===== src/sv/mmp_pkg.sv =====
// Shared types, constants and helpers for the 2x2 modular matrix power block.
package mmp_pkg;

    localparam int unsigned ELEM_W = 30;
    localparam int unsigned POW_W  = 63;

    typedef logic [ELEM_W-1:0] t_elem;

    // Prime modulus and Barrett constant floor(2^60 / P).
    localparam t_elem       MOD_P   = 30'd1000000007;
    localparam logic [61:0] MU_WIDE = 62'h1000_0000_0000_0000 / 62'd1000000007;
    localparam logic [30:0] MU      = MU_WIDE[30:0];

    typedef struct packed {
        t_elem              base_r0c0;
        t_elem              base_r0c1;
        t_elem              base_r1c0;
        t_elem              base_r1c1;
        logic [POW_W-1:0]   power;
    } t_in;

    typedef struct packed {
        t_elem res_r0c0;
        t_elem res_r0c1;
        t_elem res_r1c0;
        t_elem res_r1c1;
    } t_out;

    typedef enum logic [2:0] {
        ST_IDLE,
        ST_ISSUE,
        ST_WAIT,
        ST_COMMIT,
        ST_OUT
    } t_state;

    typedef enum logic [2:0] {
        M_IDLE,
        M_PROD,
        M_QUOT,
        M_QP,
        M_SUB,
        M_FIX
    } t_mul_phase;

    // Subtract the modulus once when the value reaches it.
    function automatic logic [31:0] sub_p_once(input logic [31:0] v);
        logic [31:0] p_ext;
        p_ext = {2'b00, MOD_P};
        return (v >= p_ext) ? (v - p_ext) : v;
    endfunction

endpackage


===== src/sv/mmp_modmul.sv =====
// Multi-cycle modular multiplier: one 31x31 multiplier reused for product and Barrett steps.
module mmp_modmul (
    input  logic           i_clk,
    input  logic           i_rst_n,
    input  logic           i_start,
    input  mmp_pkg::t_elem i_a,
    input  mmp_pkg::t_elem i_b,
    output logic           o_done,
    output mmp_pkg::t_elem o_res
);

    mmp_pkg::t_mul_phase r_phase, n_phase;

    mmp_pkg::t_elem r_a, r_b;
    logic [59:0]    r_x;
    logic [61:0]    r_m;
    logic [31:0]    r_r;

    logic [30:0] mul_x, mul_y;
    logic [61:0] mul_p;
    logic [31:0] diff;
    logic [31:0] fixed;

    assign mul_p = 62'(mul_x) * 62'(mul_y);
    assign diff  = r_x[31:0] - r_m[31:0];
    assign fixed = mmp_pkg::sub_p_once(r_r);

    always_comb begin
        n_phase = r_phase;
        unique case (r_phase)
            mmp_pkg::M_IDLE: if (i_start) n_phase = mmp_pkg::M_PROD;
            mmp_pkg::M_PROD: n_phase = mmp_pkg::M_QUOT;
            mmp_pkg::M_QUOT: n_phase = mmp_pkg::M_QP;
            mmp_pkg::M_QP:   n_phase = mmp_pkg::M_SUB;
            mmp_pkg::M_SUB:  n_phase = mmp_pkg::M_FIX;
            mmp_pkg::M_FIX:  n_phase = mmp_pkg::M_IDLE;
            default:         n_phase = mmp_pkg::M_IDLE;
        endcase
    end

    // Steer the shared multiplier by phase.
    always_comb begin
        mul_x  = {1'b0, r_a};
        mul_y  = {1'b0, r_b};
        o_done = 1'b0;
        unique case (r_phase)
            mmp_pkg::M_QUOT: begin
                mul_x = r_x[59:29];
                mul_y = mmp_pkg::MU;
            end
            mmp_pkg::M_QP: begin
                mul_x = r_m[61:31];
                mul_y = {1'b0, mmp_pkg::MOD_P};
            end
            mmp_pkg::M_FIX: o_done = 1'b1;
            default: ;
        endcase
    end

    assign o_res = fixed[29:0];

    always_ff @(posedge i_clk) begin
        if (!i_rst_n) begin
            r_phase <= mmp_pkg::M_IDLE;
        end else begin
            r_phase <= n_phase;
        end
    end

    always_ff @(posedge i_clk) begin
        if (r_phase == mmp_pkg::M_IDLE && i_start) begin
            r_a <= i_a;
            r_b <= i_b;
        end
        if (r_phase == mmp_pkg::M_PROD) r_x <= mul_p[59:0];
        if (r_phase == mmp_pkg::M_QUOT || r_phase == mmp_pkg::M_QP) r_m <= mul_p;
        // remainder before correction is below 3P, so low 32 bits are exact
        if (r_phase == mmp_pkg::M_SUB) r_r <= mmp_pkg::sub_p_once(diff);
    end

endmodule


===== src/sv/modular_matrix_power_2x2.sv =====
// Top level: square-and-multiply sequencer over 2x2 matrices modulo 1000000007.
//
//  channel   ports                      handshake
//  request   i_start, i_in (t_in)       transfer when i_start && !o_busy
//  result    o_valid, o_res (t_out)     one-cycle strobe, always taken
//
// Each modular term runs on the shared multiplier; a matrix product is 8 terms
// plus one commit state, and an item takes one product per bit of the power plus
// one per set bit, less one; a zero power goes straight to the result. o_busy
// stays high from transfer to the result strobe.
// Reset is synchronous and active low and returns the sequencer to idle.
module modular_matrix_power_2x2 (
    input  logic          i_clk,
    input  logic          i_rst_n,
    input  logic          i_start,
    input  mmp_pkg::t_in  i_in,
    output logic          o_busy,
    output logic          o_valid,
    output mmp_pkg::t_out o_res
);

    mmp_pkg::t_state r_state, n_state;

    mmp_pkg::t_elem r_base [4];
    mmp_pkg::t_elem r_acc  [4];
    mmp_pkg::t_elem r_tmp  [4];
    mmp_pkg::t_elem r_sum;
    logic [mmp_pkg::POW_W-1:0] r_pow;
    logic       r_sq;
    logic [1:0] r_ent;
    logic       r_k;

    logic           mm_start, mm_done;
    mmp_pkg::t_elem mm_a, mm_b, mm_res;
    logic [1:0]     a_idx, b_idx;
    logic [31:0]    sum_w, sum_red;
    logic           accept;
    logic           last_term;

    logic [31:0] in_red [4];

    assign in_red[0] = mmp_pkg::sub_p_once({2'b00, i_in.base_r0c0});
    assign in_red[1] = mmp_pkg::sub_p_once({2'b00, i_in.base_r0c1});
    assign in_red[2] = mmp_pkg::sub_p_once({2'b00, i_in.base_r1c0});
    assign in_red[3] = mmp_pkg::sub_p_once({2'b00, i_in.base_r1c1});

    assign a_idx = {r_ent[1], r_k};
    assign b_idx = {r_k, r_ent[0]};
    assign mm_a  = r_sq ? r_base[a_idx] : r_acc[a_idx];
    assign mm_b  = r_base[b_idx];

    assign sum_w     = {2'b00, r_sum} + {2'b00, mm_res};
    assign sum_red   = mmp_pkg::sub_p_once(sum_w);
    assign accept    = i_start && (r_state == mmp_pkg::ST_IDLE);
    assign last_term = r_k && (r_ent == 2'd3);

    mmp_modmul u_modmul (
        .i_clk   (i_clk),
        .i_rst_n (i_rst_n),
        .i_start (mm_start),
        .i_a     (mm_a),
        .i_b     (mm_b),
        .o_done  (mm_done),
        .o_res   (mm_res)
    );

    always_comb begin
        n_state = r_state;
        unique case (r_state)
            mmp_pkg::ST_IDLE: begin
                if (i_start) begin
                    n_state = (i_in.power == '0) ? mmp_pkg::ST_OUT : mmp_pkg::ST_ISSUE;
                end
            end
            mmp_pkg::ST_ISSUE: n_state = mmp_pkg::ST_WAIT;
            mmp_pkg::ST_WAIT: begin
                if (mm_done) n_state = last_term ? mmp_pkg::ST_COMMIT : mmp_pkg::ST_ISSUE;
            end
            mmp_pkg::ST_COMMIT: begin
                if (r_pow[mmp_pkg::POW_W-1:1] == '0) n_state = mmp_pkg::ST_OUT;
                else n_state = mmp_pkg::ST_ISSUE;
            end
            mmp_pkg::ST_OUT:  n_state = mmp_pkg::ST_IDLE;
            default:          n_state = mmp_pkg::ST_IDLE;
        endcase
    end

    always_comb begin
        o_busy   = 1'b1;
        o_valid  = 1'b0;
        mm_start = 1'b0;
        unique case (r_state)
            mmp_pkg::ST_IDLE:  o_busy   = 1'b0;
            mmp_pkg::ST_ISSUE: mm_start = 1'b1;
            mmp_pkg::ST_OUT:   o_valid  = 1'b1;
            default: ;
        endcase
    end

    assign o_res.res_r0c0 = r_acc[0];
    assign o_res.res_r0c1 = r_acc[1];
    assign o_res.res_r1c0 = r_acc[2];
    assign o_res.res_r1c1 = r_acc[3];

    always_ff @(posedge i_clk) begin
        if (!i_rst_n) begin
            r_state <= mmp_pkg::ST_IDLE;
        end else begin
            r_state <= n_state;
        end
    end

    always_ff @(posedge i_clk) begin
        if (accept) begin
            for (int e = 0; e < 4; e++) begin
                r_base[e] <= in_red[e][29:0];
            end
            r_acc[0] <= mmp_pkg::t_elem'(1);
            r_acc[1] <= '0;
            r_acc[2] <= '0;
            r_acc[3] <= mmp_pkg::t_elem'(1);
            r_pow    <= i_in.power;
            r_sq     <= ~i_in.power[0];
            r_ent    <= '0;
            r_k      <= 1'b0;
        end
        if (r_state == mmp_pkg::ST_WAIT && mm_done) begin
            if (!r_k) begin
                r_sum <= mm_res;
                r_k   <= 1'b1;
            end else begin
                r_tmp[r_ent] <= sum_red[29:0];
                r_k          <= 1'b0;
                r_ent        <= r_ent + 2'd1;
            end
        end
        if (r_state == mmp_pkg::ST_COMMIT) begin
            for (int e = 0; e < 4; e++) begin
                if (r_sq) r_base[e] <= r_tmp[e];
                else      r_acc[e]  <= r_tmp[e];
            end
            // after a multiply the same bit still needs its square; after a square, advance
            if (r_sq) begin
                r_pow <= r_pow >> 1;
                r_sq  <= ~r_pow[1];
            end else begin
                r_sq  <= 1'b1;
            end
        end
    end

endmodule


===== config.mk =====
export PLATFORM = sky130hd
export DESIGN_NAME = modular_matrix_power_2x2
export DESIGN_NICKNAME = d
export VERILOG_FILES = /design/src/sv/mmp_pkg.sv /design/src/sv/mmp_modmul.sv /design/src/sv/modular_matrix_power_2x2.sv
export SDC_FILE = /design/constraint.sdc
export NUM_CORES = 2
export LEC_CHECK = 0
export ABC_AREA = 1
export BUFFER_PORTS_ARGS = -buffer_cell sky130_fd_sc_hd__buf_4
export CORE_ASPECT_RATIO = 0.5
export CORE_MARGIN = 2
export CORE_UTILIZATION = 40
export DETAILED_ROUTE_END_ITERATION = 16
export PLACE_DENSITY_LB_ADDON = 0.12
export SLEW_MARGIN = 10
export SYNTH_ARGS = -nofsm -noshare
export SYNTH_HDL_FRONTEND = slang
export SYNTH_SLANG_ARGS = --single-unit

===== constraint.sdc =====
create_clock -name i_clk -period 13.3 [get_ports i_clk]
set_input_delay 0.665 -clock i_clk [delete_from_list [all_inputs] [get_ports i_clk]]
set_output_delay 0.665 -clock i_clk [all_outputs]
set_load 0.02 [all_outputs]

==> run metrics <==
status complete, no violations; initial DRC count between 6000 and 7000; # setup viols final 0; RSZ-0062 raised after global routing false; most numerous cell on the critical path fa_1; Startpoint Class flip-flop; delay-heaviest family, CP adder cells; Final Slew Violations 0; kind of end point of the critical path flip-flop; Via density ~5.4; slowest library cell on the worst path clkinv_1; post-cts sizing count 0; synth-to-layout area growth 11.1%; Syn Inst Count 8339; grt ovf 0; critical path type reg2reg; Max Cap Viol 0; Synth Register Bits 676; wire per inst roughly 26 um; # fillers between 15000 and 20000; Non-Filler Instances 10900; residual DRC count 0; multi-input logic area 42200 sq um; WP buf/inv 7; dpl cell area 74000 sq um; vias in the first global route slightly below 60000; Max Clock Skew just under 0.06 ns; CTS Hold Bufs 0; CORE AREA approximately 170000 sq um; Ys Warns 0; aggregate routed wire length about 280000 um; via count between 50000 and 60000; final hold vios 0; FF+latch area about 20000 sq um; share of layout cells above drive strength 1 8.31%; critical path arrival between 10 and 15 ns; headroom to the max-slew limit between 10% and 20%; highest clock rate around 0.089 GHz; worst slew pin tran about 1.3 ns; Mean Syn Cell Area 8.27 sq um; TritonCTS clock tree yes; reg2reg setup slack approximately 2.0 ns; first-pass GRT wire length 404000 um; PortBufs about 300; all-layer global routing usage approximately a third; clk slew on worst S/H paths about 0.06 ns; share of synthesized flip-flops with an asynchronous set or reset 0%; Post-synth EDFFs just over 600; worst hold path class in2reg; register area share after synthesis between 20% and 30%; fin area about 77000 sq um; Setup Fix Bufs, Post-CTS 0; CP required roughly 14 ns; CTS sink cnt around 680; largest net degree at the start of global routing about 100; commonest non-fill, non-tap cell in the layout nand2_1; Final GP Congestion approximately 1.0; Die X slightly below 600 um; die span in y ~300 um; Worst Path Max Fanout 26; DR pass1 iterations 6; CTS max path bufs 3; nets@finish slightly below 10000; Clock Latency Late Sink between 0.7 and 0.8 ns; Final Cycle Share between 80% and 90%; Period minus WS final roughly 11 ns; Util after Layout between 40 and 50%; initial antenna violation count 16; Initial Util about two fifths; DP Cell Count approximately 11000; post-route setup TNS 0 ns; Top Ports between 300 and 400; synthesized area approximately 69000 sq um; Root Buffer Master clkbuf_16; CTS buffer count 76; Die ar. approximately 180000 sq um; hpwl dp around 220000 um; commonest cells after routing, fill and taps aside nand2_1, inv_1, nor2_1, fa_1, edfxtp_1; H-tree Lvls 3; biggest cell delay along the critical path 0.85 ns; row count 107; Synth Flop Type edfxtp_1; Netlist cell types 57; ANT nets after route 0
==> flip-flops by register name (all words and copies together), names as in the netlist <==
name	flops
r_acc	120
r_base	120
r_ent	2
r_k	1
r_pow	62
r_sq	1
r_state	3
r_sum	30
r_tmp	120
u_modmul.r_a	30
u_modmul.r_b	30
u_modmul.r_m	62
u_modmul.r_phase	3
u_modmul.r_r	32
u_modmul.r_x	60
==> layer usage <==
metal	vias to the layer above	track usage (%)	routed length, um
met5	-	0	56
met4	8	10.3	10200
met3	435	7.65	29700
met2	2699	47.8	120000
met1	29300	45.2	121000
li1	26500	-	-
==> cell type report <==
cell class	instances	area share (%)
Timing Repair Buffer	414	4.06
Tap cell	2289	3.74
Multi-Input combinational cell	5743	55.2
Sequential cell	676	25.6
Clock buffer	84	2.55
Clock inverter	57	0.824
Antenna cell	6	0.0196
Inverter	1637	8.04
==> cell usage after synthesis, types with 15 or more instances <==
cell	count	area share (%)
a21o_1	16	0.17
a21oi_1	239	1.7
a31oi_1	77	0.70
buf_1	15	0.082
clkbuf_1	257	1.4
clkinv_1	19	0.10
dfxtp_1	70	2.0
edfxtp_1	606	26
fa_1	839	24
ha_1	327	5.9
inv_1	1601	8.7
inv_2	17	0.093
nand2_1	1761	9.6
nand2_2	24	0.22
nand3_1	304	2.2
nand4_1	64	0.58
nor2_1	1104	6.0
nor3_1	35	0.25
nor4_1	39	0.35
o211ai_1	138	1.5
o21ai_0	316	2.3
o21ai_1	33	0.24
o21bai_1	20	0.22
o22ai_1	38	0.34
or2_2	72	0.65
xnor2_1	59	0.75
xor2_1	137	1.7
==> logic make-up after synthesis <==
kind of cell	synth area share [%]
other	0.0109
and+or+nand+nor	20.4
AOI/OAI and AO/OA	7.78
DFF	28.4
xor gates and xnor gates	2.51
buffers and inverters	10.6
adders and majority gates	30.3
==> path summary, 6_finish.rpt <==
| kind | startpoint | to | depth (start not counted) |
|---|---|---|---|
| max | u_modmul.r_phase[2] | u_modmul.r_m[58] | 33 |
| min | i_in[27] | r_pow[27] | 3 |
| max reg2reg | u_modmul.r_phase[2] | u_modmul.r_m[58] | 33 |
| min reg2reg | r_pow[47] | r_pow[46] | 2 |
==> through the flow <==
stage	hold slack, ns	setup slack [ns]
2_1_floorplan	0.444	3.42
3_3_place_gp	0.457	2.44
3_5_place_dp	0.462	2.35
4_1_cts	0.148	2.26
5_1_grt	0.183	1.76
6_report	0.189	2.04
==> worst reg2reg max path, delay by kind of cell, from the launching register on <==
| family | cells | cell delay, ns |
|---|---|---|
| adder cells (fa/ha/maj) | 9 | 4.58 |
| AND/OR/NAND/NOR | 14 | 3.67 |
| buffers and inverters | 7 | 1.75 |
| AO/OA/AOI/OAI | 3 | 0.60 |
| flip-flops | 1 | 0.38 |
Power is left out: the tool's default activity adds up to more than one toggle a clock period on the data nets, which glitch-free logic cannot reach.
